## src/hdl/lbsv_pkg.sv

```systemverilog
`default_nettype none
package lbsv_pkg;

   localparam int LBS_NUM_NODES  = 256;
   localparam int LBS_MAX_JOINTS = 4;
   localparam int LBS_ELEMS      = 12;   // 3x4 row-major, column 3 is translation
   localparam int LBS_NODE_W     = 8;    // stored joint node index
   localparam int LBS_WEIGHT_W   = 24;
   localparam int LBS_COORD_W    = 32;

   typedef enum logic [1:0] {
      ACT_WRITE = 2'd0,
      ACT_JOINT = 2'd1,
      ACT_POINT = 2'd2,
      ACT_NONE  = 2'd3
   } action_type;

   typedef enum logic [3:0] {
      ST_IDLE,
      ST_JOINT,
      ST_RD,
      ST_MUL,
      ST_ACC,
      ST_TSAT,
      ST_WMUL,
      ST_WACC,
      ST_DIV,
      ST_FIN
   } state_type;

   // Saturate a transformed coordinate to signed Q16.16.
   function automatic logic [31:0] sat_coord(input logic signed [50:0] v);
      logic [31:0] r;
      if (v > 51'sd2147483647) begin
         r = 32'h7fff_ffff;
      end else if (v < -51'sd2147483648) begin
         r = 32'h8000_0000;
      end else begin
         r = v[31:0];
      end
      return r;
   endfunction

endpackage
`default_nettype wire

```

## src/hdl/lbsv_divider.sv

```systemverilog
`default_nettype none
module lbsv_divider
   import lbsv_pkg::*;
#(
   parameter int ACC_W   = 59,
   parameter int TOTAL_W = 26
) (
   input  wire logic                    clock,
   input  wire logic                    reset,
   input  wire logic                    start,
   input  wire logic signed [ACC_W-1:0] dividend,
   input  wire logic [TOTAL_W-1:0]      divisor,
   output logic                         done,
   output logic [31:0]                  quotient
);

   localparam int MAG_W = ACC_W - 1;
   localparam int CNT_W = $clog2(MAG_W + 1);

   logic                 busy_ff, busy_in;
   logic                 done_ff, done_in;
   logic                 neg_ff, neg_in;
   logic [MAG_W-1:0]     mag_ff, mag_in;
   logic [TOTAL_W-1:0]   rem_ff, rem_in;
   logic [TOTAL_W-1:0]   div_ff, div_in;
   logic [CNT_W-1:0]     cnt_ff, cnt_in;
   logic [TOTAL_W:0]     rem_sh;
   logic [TOTAL_W:0]     rem_sub;
   logic [ACC_W-1:0]     abs_val;

   always_comb begin
      busy_in = busy_ff;
      done_in = 1'b0;
      neg_in  = neg_ff;
      mag_in  = mag_ff;
      rem_in  = rem_ff;
      div_in  = div_ff;
      cnt_in  = cnt_ff;
      abs_val = dividend[ACC_W-1] ? ACC_W'(-dividend) : ACC_W'(dividend);
      rem_sh  = {rem_ff, mag_ff[MAG_W-1]};
      rem_sub = rem_sh - {1'b0, div_ff};
      if (start) begin
         busy_in = 1'b1;
         neg_in  = dividend[ACC_W-1];
         mag_in  = abs_val[MAG_W-1:0];
         rem_in  = '0;
         div_in  = divisor;
         cnt_in  = CNT_W'(MAG_W);
      end else if (busy_ff) begin
         // one quotient bit a cycle, shifted in where the dividend leaves
         if (!rem_sub[TOTAL_W]) begin
            rem_in = rem_sub[TOTAL_W-1:0];
            mag_in = {mag_ff[MAG_W-2:0], 1'b1};
         end else begin
            rem_in = rem_sh[TOTAL_W-1:0];
            mag_in = {mag_ff[MAG_W-2:0], 1'b0};
         end
         cnt_in = cnt_ff - CNT_W'(1);
         if (cnt_ff == CNT_W'(1)) begin
            busy_in = 1'b0;
            done_in = 1'b1;
         end
      end
   end

   always_ff @(posedge clock) begin
      if (reset) begin
         busy_ff <= 1'b0;
         done_ff <= 1'b0;
      end else begin
         busy_ff <= busy_in;
         done_ff <= done_in;
      end
      neg_ff <= neg_in;
      mag_ff <= mag_in;
      rem_ff <= rem_in;
      div_ff <= div_in;
      cnt_ff <= cnt_in;
   end

   // apply sign and saturate
   always_comb begin
      if (!neg_ff) begin
         quotient = (mag_ff > MAG_W'(32'h7fff_ffff)) ? 32'h7fff_ffff : mag_ff[31:0];
      end else begin
         quotient = (mag_ff > MAG_W'(33'h0_8000_0000)) ? 32'h8000_0000
                                                       : 32'(-mag_ff[31:0]);
      end
   end

   assign done = done_ff;

endmodule
`default_nettype wire

```

## config.mk

```make
export PLATFORM = sky130hd
export DESIGN_NAME = lbsv_divider
export DESIGN_NICKNAME = d
export VERILOG_FILES = /design/src/hdl/lbsv_pkg.sv /design/src/hdl/lbsv_divider.sv
export SDC_FILE = /design/constraint.sdc
export NUM_CORES = 1
export LEC_CHECK = 0
export BUFFER_PORTS_ARGS = -buffer_cell sky130_fd_sc_hd__buf_2
export CAP_MARGIN = 30
export CORE_MARGIN = 5
export CORE_UTILIZATION = 60
export CTS_BUF_LIST = sky130_fd_sc_hd__clkbuf_4 sky130_fd_sc_hd__clkbuf_8 sky130_fd_sc_hd__clkbuf_16
export DETAILED_ROUTE_END_ITERATION = 10
export PLACE_DENSITY = 0.9
export REMOVE_ABC_BUFFERS = 1
export SLEW_MARGIN = 40
export SYNTH_ARGS = -nofsm -noshare
export SYNTH_HDL_FRONTEND = slang
export SYNTH_SLANG_ARGS = --single-unit
```

## constraint.sdc

```tcl
create_clock -name clock -period 8.9 [get_ports clock]
set_input_delay 0 -clock clock [delete_from_list [all_inputs] [get_ports clock]]
set_output_delay 0 -clock clock [all_outputs]
set_load 0.01 [all_outputs]
```

Word level (Yosys, flattened, before mapping):

Index checks and enable logic that the tools add are counted.

* register bits: 119
* memories: 0
* memory bits (read-only): 0
* output and inout bits: 33
* input bits: 88
* bits in writable memories: 0
* bits in latches: 0
* word-level logic and storage cells: 29

* divide/modulo/power cells: 0
* $mul: 0
* shift-type cells: 0
* $add $sub $neg: 4
* $lt $le $gt $ge: 2
* bitwise logic cells: 1
* reduce and logical (&&, ||, !) cells: 2
* equal/unequal tests: 1
* muxes and demuxes: 12

Operator list (number)
* 58-bit 2-to-1 mux: 3
* 32-bit 2-to-1 mux: 3
* 58-bit by 31-bit greater-than comparator with 1-bit output, second input constant: 1
* 58-bit by 32-bit greater-than comparator with 1-bit output, second input constant: 1
* 58-bit negation: 1
* 32-bit negation: 1
* 27-bit by 26-bit subtractor with 27-bit output: 1
* 26-bit 2-to-1 mux: 1
* 6-bit by 1-bit == test with 1-bit output, second input constant: 1
* 6-bit by 1-bit subtractor with 6-bit output, second input constant: 1
* 1-bit 2-to-1 mux: 5
* 3-bit OR reduction: 1
* 2-bit nonzero test: 1
* 1-bit inverter: 1

Depth between registers and ports, before layout:

Gate-level depths: netlist (run 1).

* depth in word-level cells: 4
* gate-level depth with buffers: 13
* gate-level depth less buffers: 12

Least setup slack after synthesis (run 1):

No wires, ideal clock.

* path type: flip-flop to output port
* from: register mag_ff[1]
* to: output port quotient[21]
* cell stages (with the launch flop): 11
* buffers on the path: 2
* required time: 8900 ps
* setup slack: 5562 ps
* arrival time: 3338 ps
* cells stage by stage: edfxtp_1 > inv_1 > ha_1 > or3b_4 > or4_4 > buf_6 > or4_4 > o41ai_4 > nand3_2 > buf_2 > o311ai_1

* word-level cells in the longest chain between the ends: 3
* elaborated cells between the ends (all ways): 6
* those cells by class: add/sub: 1; order compare: 2; mux: 3

Ends and longest elaborated chain
* start: declaration: RTL line lbsv_divider.sv:23 `logic [MAG_W-1:0] mag_ff, mag_in;`
* start signal: assignment: RTL line lbsv_divider.sv:75 `mag_ff <= mag_in;`
* 58-bit by 31-bit greater-than comparator with 1-bit output (tied with other cells): RTL line lbsv_divider.sv:84 `quotient = (mag_ff > MAG_W'(32'h7fff_ffff)) ? 32'h7fff_ffff : mag_ff[31:0];`
* 32-bit 2-to-1 mux (on tied branches): RTL line lbsv_divider.sv:84, lbsv_divider.sv:86
* 32-bit 2-to-1 mux *: RTL line lbsv_divider.sv:83 `if (!neg_ff) begin`
* end: declaration: RTL line lbsv_divider.sv:14 `output logic [31:0] quotient`

Mark *: on every way between the ends. The rest lies on a longest branch, timed or not.

Worst setup path after layout (run 1):

* from: register mag_ff[1]
* to: output port quotient[25]

Same word-level chain as after synthesis.

==> impl_summary.log, run 1 <==
INFO  metric status = complete, but fails checks
INFO  metric violations = design-rule violations
INFO  metric antenna_violations_before_repair = 0
INFO  metric worstPathArrival = 4830 ps
INFO  metric worst-path-max-fanout = 27
INFO  metric route.detailed.vias_per_inst = between 6 and 7
INFO  metric routed_wirelength = 22.78 mm
INFO  metric critical_path_class = reg2out
INFO  metric hold-path-cell-count = 3
INFO  metric dpl.cell_count = 1,223
INFO  metric critical_path.startpoint_type = register
INFO  metric area_delta_synth_final = 19.32%
INFO  metric synthesis.instances = 973
INFO  metric critical_path.startpoint = mag_ff[1]$_DFFE_PP_
INFO  metric synth_mux_area_share = 4.728%
INFO  metric ioPinCount = 121
INFO  metric avgRoutedWirePerCell = 17.58 um
INFO  metric synth_edf_count = 85
INFO  metric ys.warnings.count = 0
INFO  metric tritoncts = built
INFO  metric first_global_vias = ~7,600
INFO  metric setup.worst_path.end_class = primary output
INFO  metric max-slew-margin-rel = 47.39%
INFO  metric grt_pass1_wl = around 37 mm
INFO  metric required = 8900 ps
INFO  metric timing_hold_violations_final = 0
INFO  metric final_layout_size_suffix_gt1_share = 18.10%
INFO  metric post_dp_cell_area = ~9200 um^2
INFO  metric rrSetupSlack = 5110 ps
INFO  metric regToRegStartpoint = mag_ff[57]$_DFFE_PP_
INFO  metric fillerInstances = between 1,000 and 1,500
INFO  metric sequential_cell_area = roughly 3200 um^2
INFO  metric crit_share_post_route = 54.27%
INFO  metric nets = 1,222
INFO  metric via_count = 8,139
INFO  metric synth_top_cell_by_area = edfxtp_1
INFO  metric cts_max_level = 4
INFO  metric clkSlewWorstSetupHoldPaths = about 60 ps
INFO  metric grt_max_degree = 78
INFO  metric remaining_drc_errors = 1
INFO  metric yosysTopAreaCellShare = 29.86%
INFO  metric port_buffer_count = 120
INFO  metric final_area = about 10,000 um^2
INFO  metric multiInputGateArea = 4933 um^2
INFO  metric synthSimpleGateAreaFrac = 19.95%
INFO  metric power.leakage = 4.001 nW
INFO  metric grt_setup_unrepaired = no
INFO  metric worstHoldStart = dividend[10]
INFO  metric synth-seq-cells = 119
INFO  metric die_area = 16,730 um^2
INFO  metric hpwl = 15.67 mm
INFO  metric worst_slew_pin_slew = 786.4 ps
INFO  metric placementRows = 43
INFO  metric initialDrtViolationCount = 889
INFO  metric antenna_cells = 0
INFO  metric maxSlewViolCount = 0
INFO  metric global_route.overflow_total = 0
INFO  metric postSynth.topFlopCell = edfxtp_1
INFO  metric cts-root-buf = clkbuf_16
INFO  metric worst_ir_drop_vdd = 0.0001368 V
INFO  metric final_period_minus_worst_setup_slack = 4830 ps
INFO  metric combinational_family_with_the_most_area_after_synthesis = compound AO/OA/AOI/OAI gates
INFO  metric ff2ff_path_depth = 12
INFO  metric cts_hold_buffers = 40
INFO  metric chipHeight = approximately 130 um
INFO  metric max_cap_violations = 0
INFO  metric mappedNetlistArea = 8547 um^2
INFO  metric total_neg_setup_slack = 0 ps
INFO  metric cts_sinks = 119
INFO  metric setup-violations-final = 0
INFO  metric timing.fmax = ~210 MHz
INFO  metric clock_skews = ~11 ps
INFO  metric layout.cells.non_filler = around 1,300
INFO  metric synth_top_cells_by_area = edfxtp_1 30%, dfxtp_1 8.0%, xor2_1 5.7%, a21oi_1 4.5%, ha_1 4.4%
INFO  metric drt-pass1-iter-count = 9
INFO  metric synth_compound_gate_area_share = between 20 and 25%
INFO  metric endpoint_of_the_worst_hold_path = mag_ff[10]$_DFFE_PP_
INFO  metric clock_tree.buffer_depth = 2
INFO  metric post-cts-setup-buffers = 0
INFO  metric syn_area_per_cell = 8.784 um^2
INFO  metric grtUsageTotal = 27.41%
INFO  metric antenna_violating_nets_post_route = 0
INFO  metric ys_seq_area_share = 37.83%
INFO  metric core-area = between 10,000 and 15,000 um^2
INFO  metric initial_utilization = 61.34%
INFO  metric die_width = 129.4 um
INFO  metric cts_made_buffers = 17
INFO  metric clkLatencyLatePin = about 420 ps
INFO  metric yosysUniqueCellTypes = about 70
INFO  metric classification_of_the_worst_slack_hold_path = in2reg
INFO  metric synth_adder_area_share = 4.626%
INFO  metric cts_resized = 0
INFO  metric r2r-end = rem_ff[8]$_SDFFE_PP0P_
INFO  metric synth_async_sr_flop_share = 0%
INFO  metric final_weighted_congestion_in_routability_driven_placement = 0.9180
INFO  metric power.density_cell_area = 170.7 nW/um^2
INFO  metric yosys.area_share.xor_xnor = 8.198%
Yosys cell counts, drive strengths merged, types with 15 or more instances:
cell type   n
xnor2      24
nand3      21
o31ai      21
edfxtp     85
nor3       39
clkbuf     39
nand2      76
xor2       56
dfxtp      34
nor2       92
o311ai     26
ha         30
inv        44
mux2i      19
mux2       19
a211oi     15
o21ai      71
or3        24
a21oi      77
worst max-delay path: stages, from the launching register on:
cell and delay (ps):
edfxtp_1 420, inv_1 100, ha_1 190, or3b_4 420, or4_4 550, or4_4 540
o41ai_4 730, nand3_2 600, o311ai_1 630, buf_2 220
flip-flops by register name, indices dropped and copies added, names as in the netlist:
name     count
busy_ff      1
done         1
neg_ff       1
mag_ff      58
div_ff      26
cnt_ff       6
rem_ff      26
per-layer routing:
metal	track usage (%)	share of wire (%)	wire, um
met5	0	0	0
met4	8.586	2.1	478
met3	4.946	8.1	1841
met2	46.31	49	11100
met1	35.92	41	9362
layout make-up:
class                      instances  area share (%)
inverter                          45           1.656
multi-input combinational        756           48.37
timing repair buffer             164           10.37
clock inverter                    15           1.521
tap                              180           2.208
clock buffer                      17           4.171
sequential                       119           31.70
through the flow:
step                      utilization (%)  setup WS (ps)  power (mW)  hold WS, ps
after detailed placement            65.91           4653       1.055        178.3
after CTS                           72.95           4184       1.744      0.08749
after global routing                73.19           3862       1.818        7.550
after global placement              65.85           4680       1.045        177.3
after floorplan                         -           5188      0.9287        69.07
final                               73.19           4070       1.741        16.50
kinds of logic (layout without fill, tap and decap cells):
kind of cell,after synthesis,count (layout)
compound gates,268,268
mux,38,38
flops,119,119
simple gates,339,339
fa+ha+maj,31,31
buf+inv,98,241
xor+xnor,80,80
placed cells by master, fill, tap and decap left out, types with 22 or more instances in the layout:
cell type,count
ha_1,30
o311ai_1,23
a21oi_1,77
inv_1,43
nor3_1,39
edfxtp_1,85
xor2_1,56
buf_2,119
nand2_1,73
dlygate4sd3_1,40
nor2_1,90
o21ai_0,60
dfxtp_1,34
or3_1,22
xnor2_1,24
how the worst max path moves through the flow:
stage,end,slack (ps),cells past startpoint
floorplan,quotient[15],5190,8
global placement,quotient[25],4680,9
detailed placement,quotient[25],4650,9
CTS,quotient[25],4180,9
global route,quotient[25],3860,9
finish,quotient[25],4070,9
power by group:
| part | leakage [nW] | internal [mW] | switching, mW | total, mW |
|---|---|---|---|---|
| combinational | 2.59 | 0.155 | 0.209 | 0.363 |
| sequential | 1.12 | 0.658 | 0.0480 | 0.706 |
| clock | 0.291 | 0.412 | 0.259 | 0.672 |
| total | 4.00 | 1.22 | 0.516 | 1.74 |
Note: power is estimated with default switching activity, not from simulation.
==> run 2, diff against run 1 <==
--- a/config.mk
+++ b/config.mk
@@ -5,13 +5,14 @@
 export SDC_FILE = /design/constraint.sdc
 export NUM_CORES = 1
 export LEC_CHECK = 0
+export ABC_AREA = 1
 export BUFFER_PORTS_ARGS = -buffer_cell sky130_fd_sc_hd__buf_2
 export CAP_MARGIN = 30
 export CORE_MARGIN = 5
-export CORE_UTILIZATION = 60
+export CORE_UTILIZATION = 54
 export CTS_BUF_LIST = sky130_fd_sc_hd__clkbuf_4 sky130_fd_sc_hd__clkbuf_8 sky130_fd_sc_hd__clkbuf_16
 export DETAILED_ROUTE_END_ITERATION = 10
-export PLACE_DENSITY = 0.9
+export PLACE_DENSITY = 0.85
 export REMOVE_ABC_BUFFERS = 1
 export SLEW_MARGIN = 40
 export SYNTH_ARGS = -nofsm -noshare
==> constraint.sdc (replaced) <==
create_clock -name clock -period 3.9 [get_ports clock]
set_input_delay 0 -clock clock [delete_from_list [all_inputs] [get_ports clock]]
set_output_delay 0 -clock clock [all_outputs]
set_load 0.01 [all_outputs]
==> impl_summary.log, run 2 <==
INFO  metric status = finished, final reports clean
INFO  metric layout.cells.most_common = nand2_1
INFO  metric max-slew-margin-rel = around 50%
INFO  metric synth_top_cell_by_area = edfxtp_1
INFO  metric ioPinCount = between 100 and 150
INFO  metric remaining_drc_errors = 0
INFO  metric power.clock.fraction = 41.3%
INFO  metric post_synth_most_frequent_cells = 510 x nand2_1, 256 x inv_1, 172 x nor2_1
INFO  metric multiInputGateArea = 5629 um^2
INFO  metric critical_path.startpoint_type = register
INFO  metric post_dp_cell_area = roughly 11,000 um^2
INFO  metric antenna_violations_before_repair = 3
INFO  metric global_route.overflow_total = 0
INFO  metric grtUsageTotal = 27.09%
INFO  metric final_period_minus_worst_setup_slack = 2908 ps
INFO  metric final_cell_mix = 510 x nand2_1, 254 x inv_1, 171 x nor2_1
INFO  metric final_weighted_congestion_in_routability_driven_placement = 0.9961
INFO  metric largest_register_ff_count = 58
INFO  metric core-area = 18,150 um^2
INFO  metric crit_top_cell = nand2_2
INFO  metric critical-path-top-delay-family = simple AND/OR/NAND/NOR gates
INFO  metric yosysTopAreaCellShare = 25.47%
INFO  metric worstPathArrival = roughly 2900 ps
INFO  metric grt_setup_unrepaired = no
INFO  metric timing.fmax = around 340 MHz
INFO  metric classification_of_the_worst_slack_hold_path = in2reg
INFO  metric top_regs = mag_ff x58, div_ff x26, rem_ff x26
INFO  metric power.density_cell_area = 324.9 nW/um^2
INFO  metric placementRows = 49
INFO  metric clkLatencyLatePin = 430 ps
INFO  metric grt_max_degree = 72
INFO  metric clock_skews = 11.78 ps
INFO  metric tritoncts = built
INFO  metric synth_top_cells_by_area = edfxtp_1 25%, nand2_1 19%, inv_1 9.6%, nand3_1 6.8%, dfxtp_1 6.8%
INFO  metric avgRoutedWirePerCell = 14.75 um
INFO  metric worstPathBufferInverterCount = 2
INFO  metric biggest_register = mag_ff
INFO  metric via_count = between 10,000 and 15,000
INFO  metric setup-violations-final = 0
INFO  metric fillerInstances = approximately 1,700
INFO  metric synth_async_sr_flop_share = 0%
INFO  metric cts_max_level = 4
INFO  metric yosysUniqueCellTypes = 43
INFO  metric max_cap_violations = 0
INFO  metric port_buffer_count = 120
INFO  metric ys_seq_area_share = 32.26%
INFO  metric cts-root-buf = clkbuf_16
INFO  metric syn_area_per_cell = 6.359 um^2
INFO  metric grt_pass1_wl = 47.90 mm
INFO  metric p_switching = about 1.2 mW
INFO  metric timing_hold_violations_final = 0
INFO  metric worst-path-max-fanout = 29
INFO  metric synthesis.instances = 1,576
INFO  metric die_width = between 100 and 150 um
INFO  metric initialDrtViolationCount = between 1,000 and 1,500
INFO  metric hpwl = 21.49 mm
INFO  metric worst_slew_pin_slew = 755.2 ps
INFO  metric switching_share = 29.93%
INFO  metric mappedNetlistArea = 10,020 um^2
INFO  metric design_power = 3.857 mW
INFO  metric power.sequential.fraction = 40.5%
INFO  metric antenna_violating_nets_post_route = 0
INFO  metric required = 3900 ps
INFO  metric cts_made_buffers = 17
INFO  metric final_area = 11,870 um^2
INFO  metric synth_edf_count = 85
INFO  metric first_global_vias = approximately 10,000
INFO  metric power.combinational.fraction = 18.1%
INFO  metric route.detailed.vias_per_inst = 5.328
INFO  metric worst_hold_slack = 9.075 ps
INFO  metric total_neg_setup_slack = 0 ps
INFO  metric nets = 1,851
INFO  metric power.leakage = 5.902 nW
INFO  metric clkSlewWorstSetupHoldPaths = 60 ps
INFO  metric chipHeight = about 150 um
INFO  metric clock_tree.buffer_depth = 2
INFO  metric maximum_single_stage_delay_on_the_critical_path = 430 ps
INFO  metric area_delta_synth_final = 18.46%
INFO  metric postSynth.topFlopCell = edfxtp_1
INFO  metric die_area = 21,380 um^2
INFO  metric routed_wirelength = 29.16 mm
INFO  metric setup.worst_path.end_class = primary output
INFO  metric worst_ir_drop_vdd = 0.0003261 V
INFO  metric sequential_cell_area = 3233 um^2
INFO  metric crit_path_cell_trace = inv_1, ha_1, nand2_2, nor2_4, nand3_4, nor2_4, nand2_2, nor2_2, nand2_1, nand2_2, nand2_2, o21ai_0, buf_2
INFO  metric synth_most_common_cell = nand2_1
INFO  metric crit_share_post_route = 74.56%
INFO  metric cts_resized = 0
INFO  metric synth-seq-cells = 119
INFO  metric timing.critical_path.slowest_stage_cell = edfxtp_1
INFO  metric intPower = around 2.7 mW
INFO  metric maxSlewViolCount = 0
INFO  metric ys.warnings.count = 0
INFO  metric drt-pass1-iter-count = 6
INFO  metric initial_utilization = 55.23%
INFO  metric cts_sinks = between 100 and 150
INFO  metric critical_path_class = reg2out
INFO  metric final_layout_size_suffix_gt1_share = approximately 11%
[run 2: cell count changes in the layout (fill, tap and decap cells not counted), moves of 15 or more]
| cell | change |
|---|---|
| a21oi_1 | -53 |
| mux2_2 | -19 |
| nand2_1 | +437 |
| nand3_1 | +117 |
| inv_1 | +211 |
| o31ai_1 | -21 |
| nor2_1 | +81 |
| or3_1 | -22 |
| a211oi_1 | -15 |
| mux2i_1 | -19 |
| o21ai_0 | +53 |
| nor3_1 | -24 |
| o311ai_1 | -23 |
[run 2: metal layers]
layer | track usage [%] | part of all wire (%)
met1 | 36.99 | 44
met2 | 43.55 | 47
met3 | 4.524 | 7.4
met4 | 9.737 | 1.9
met5 | 0 | 0
[run 2: path summary, 6_finish.rpt]
path / start / slack, ps / cells after the start / to
worst max register to register: mag_ff[57]$_DFFE_PP_ / 1470 / 10 / mag_ff[0]$_DFFE_PP_
worst min register to register: cnt_ff[2]$_SDFFE_PP0P_ / 470 / 1 / cnt_ff[2]$_SDFFE_PP0P_
worst max-delay path: mag_ff[0]$_DFFE_PP_ / 990 / 13 / quotient[2]
worst min-delay path: dividend[4] / 9 / 3 / mag_ff[4]$_DFFE_PP_
[run 2: metrics by stage]
| stage | std cells | worst slack, ps | utilization (%) |
|---|---|---|---|
| 2_1_floorplan | 1539 | 1102 | - |
| 3_3_place_gp | 1894 | 1556 | 59.37 |
| 3_5_place_dp | 1894 | 1474 | 59.38 |
| 4_1_cts | 1974 | 1000 | 65.38 |
| 5_1_grt | 1977 | 722.2 | 65.42 |
| 6_report | 1977 | 992.2 | 65.42 |
[run 2: power groups by stage]
stage               logic (mW)  clock network (mW)  registers, mW
floorplan                0.418                   0           1.56
global placement         0.638                   0           1.58
detailed placement       0.645                   0           1.59
finish                   0.700                1.59           1.56
CTS                      0.688                1.61           1.56
global route             0.781                1.67           1.58
[run 2: what timing repair did]
item | CTS | global route
hold buffers | 48 | 0
setup buffers | 0 | 0
endpoints found under the hold margin | 49 | 0
[run 2: cell families after synthesis]
family                     synth area share, %
AOI/OAI and AO/OA                        8.215
xor gates and xnor gates                 6.816
adders and majority gates                3.945
buffers and inverters                    11.60
DFF                                      32.26
and+or+nand+nor                          37.17
[run 2: final cells by class]
class	count	share of cell area, %
diodes	3	0.06323
clock buffers	22	4.447
clock inverters	10	0.6639
inverters	261	8.283
multi-input cells	1159	47.41
flip-flops and latches	119	27.23
well taps	229	2.413
repair buffers	174	9.485
[run 2: worst reg2reg max path, cell delays in order (launching register included)]
cell and delay [ps]:
edfxtp_1 390, inv_1 90, ha_1 140, inv_1 70, fa_1 430, nand3_1 110, nand3_1 160, nand2_1 180
nand3_1 140, nand2_4 310, o21ai_0 140
==> run 3, diff against run 2 <==
--- a/config.mk
+++ b/config.mk
@@ -9,10 +9,10 @@
 export BUFFER_PORTS_ARGS = -buffer_cell sky130_fd_sc_hd__buf_2
 export CAP_MARGIN = 30
 export CORE_MARGIN = 5
-export CORE_UTILIZATION = 54
+export CORE_UTILIZATION = 60
 export CTS_BUF_LIST = sky130_fd_sc_hd__clkbuf_4 sky130_fd_sc_hd__clkbuf_8 sky130_fd_sc_hd__clkbuf_16
 export DETAILED_ROUTE_END_ITERATION = 10
-export PLACE_DENSITY = 0.85
+export PLACE_DENSITY = 0.89
 export REMOVE_ABC_BUFFERS = 1
 export SLEW_MARGIN = 40
 export SYNTH_ARGS = -nofsm -noshare
==> constraint.sdc (replaced) <==
create_clock -name clock -period 2.7 [get_ports clock]
set_input_delay 0 -clock clock [delete_from_list [all_inputs] [get_ports clock]]
set_output_delay 0 -clock clock [all_outputs]
set_load 0.01 [all_outputs]
==> impl_summary.log, run 3 (synthesis gave the netlist of run 2 again) <==
INFO  metric status = finished, final reports clean
INFO  metric critical_path_class = reg2reg
INFO  metric crit_top_cell = nand2_1
INFO  metric port_buffer_count = 120
INFO  metric area_delta_synth_final = 20.37%
INFO  metric die_width = around 140 um
INFO  metric maximum_single_stage_delay_on_the_critical_path = around 380 ps
INFO  metric final_cell_mix = 509 x nand2_1, 253 x inv_1, 169 x nor2_1
INFO  metric critical_path.startpoint_type = register
INFO  metric tritoncts = built
INFO  metric classification_of_the_worst_slack_hold_path = in2reg
INFO  metric pre_cts_ws = 254.3 ps
INFO  metric hpwl = 21.52 mm
INFO  metric routed_wirelength = 30.97 mm
INFO  metric timing.fmax = 383.6 MHz
INFO  metric top_regs = mag_ff x58, div_ff x26, rem_ff x26
INFO  metric antenna_violating_nets_post_route = 0
INFO  metric post_dp_cell_area = 10,780 um^2
INFO  metric die_area = 19,390 um^2
INFO  metric global_route.overflow_total = 0
INFO  metric first_global_vias = roughly 10,000
INFO  metric drt-pass1-iter-count = 6
INFO  metric clock_tree.buffer_depth = 2
INFO  metric clock_skews = 11.12 ps
INFO  metric initial_utilization = 60.87%
INFO  metric timing_hold_violations_final = 0
INFO  metric antenna_violations_before_repair = 2
INFO  metric worstPathArrival = 2750 ps
INFO  metric setup-violations-final = 0
INFO  metric route.detailed.vias_per_inst = 5.501
INFO  metric grt_pass1_wl = 48.60 mm
INFO  metric crit_share_post_route = 96.55%
INFO  metric cts-root-buf = clkbuf_16
INFO  metric crit_path_cell_trace = inv_1, ha_1, nand2_1, inv_1, nand2_1, nand2_1, inv_1, nand2_1, a21oi_1, nand3_1, nand2_8, o21ai_0
INFO  metric maxSlewViolCount = 0
INFO  metric worst_hold_slack = 7.432 ps
INFO  metric clkSlewWorstSetupHoldPaths = 60 ps
INFO  metric core-area = 16,470 um^2
INFO  metric biggest_register = mag_ff
INFO  metric placementRows = 47
INFO  metric initialDrtViolationCount = 1,204
INFO  metric max_cap_violations = 0
INFO  metric chipHeight = 139.2 um
INFO  metric max-slew-margin-rel = 47.75%
INFO  metric setup.worst_path.end_class = register
INFO  metric timing.critical_path.slowest_stage_cell = edfxtp_1
INFO  metric largest_register_ff_count = 58
INFO  metric cts_made_buffers = 17
INFO  metric total_neg_setup_slack = 0 ps
INFO  metric cts_max_level = 4
INFO  metric via_count = 10,840
INFO  metric grt_max_degree = 80
INFO  metric layout.cells.most_common = nand2_1
INFO  metric power.density_cell_area = approximately 480 nW/um^2
INFO  metric final_area = roughly 12,000 um^2
INFO  metric clkLatencyLatePin = 430 ps
INFO  metric power.leakage = 5.959 nW
INFO  metric worst-path-max-fanout = 27
INFO  metric layout.cells.non_filler = ~2,000
INFO  metric worst_slew_pin_slew = 783.8 ps
INFO  metric final_weighted_congestion_in_routability_driven_placement = 0.9987
INFO  metric worst_slack = 93.02 ps
INFO  metric fillerInstances = 1,348
INFO  metric required = 2840 ps
INFO  metric remaining_drc_errors = 0
INFO  metric ioPinCount = 121
INFO  metric grtUsageTotal = between 30% and 40%
INFO  metric cts_sinks = 119
INFO  metric final_period_minus_worst_setup_slack = 2607 ps
INFO  metric dpl.cell_count = roughly 1,900
INFO  metric nets = 1,854
INFO  metric worst_ir_drop_vdd = 0.0005289 V
INFO  metric avgRoutedWirePerCell = between 15 and 20 um
INFO  metric final_layout_size_suffix_gt1_share = 12.76%
==> run 3: per-stage QoR <==
stage	util [%]	total power, mW
2_1_floorplan	-	2.857
3_3_place_gp	65.46	3.199
3_5_place_dp	65.46	3.226
4_1_cts	71.82	5.676
5_1_grt	73.27	5.969
6_report	73.27	5.745
==> run 3: worst paths after layout <==
path,startpoint,end,slack [ps],cells after the start
max,div_ff[16]$_DFFE_PP_,mag_ff[0]$_DFFE_PP_,90,12
min,dividend[3],mag_ff[3]$_DFFE_PP_,7,3
max reg2reg,div_ff[16]$_DFFE_PP_,mag_ff[0]$_DFFE_PP_,90,12
min reg2reg,rem_ff[1]$_SDFFE_PP0P_,rem_ff[1]$_SDFFE_PP0P_,480,2
==> run 3: cell type report <==
type / count / area, um^2 / area share [%]
flip-flops and latches: 119 / 3233 / 26.80
clock inverters: 11 / 130.1 / 1.079
well taps: 220 / 275.3 / 2.282
clock buffers: 21 / 503.0 / 4.169
multi-input cells: 1162 / 5819 / 48.24
inverters: 261 / 979.7 / 8.121
diodes: 2 / 5.005 / 0.04149
repair buffers: 174 / 1119 / 9.272
==> run 3: where the power goes <==
part / total, mW / internal (mW) / leakage [nW] / switching (mW)
Combinational: 1.05 / 0.375 / 4.51 / 0.677
Sequential: 2.27 / 2.14 / 1.13 / 0.127
Clock: 2.43 / 1.53 / 0.315 / 0.897
==> run 3: what timing repair did <==
action,4_1_cts,5_1_grt
setup endpoints to repair,29,31
hold endpoints to repair,42,0
gates cloned,0,3
resized for setup,3,46
hold buffers,41,0
pin swaps,0,6
setup buffers,0,5
==> run 3: worst max-delay path: cells and delay by family, from the launching register on <==
| family | cells | cell delay (ps) |
|---|---|---|
| fa+ha+maj | 1 | 270 |
| simple gates | 6 | 980 |
| buf+inv | 3 | 210 |
| flops | 1 | 380 |
| compound gates | 2 | 450 |
==> run 3: per-layer routing <==
| layer | GRT usage, % | up-vias | share of wire (%) |
|---|---|---|---|
| li1 | - | 5305 | - |
| met1 | 39.55 | 4927 | 42 |
| met2 | 51.09 | 531 | 48 |
| met3 | 6.312 | 73 | 8.5 |
| met4 | 9.269 | 0 | 2.2 |
| met5 | 0 | - | 0 |
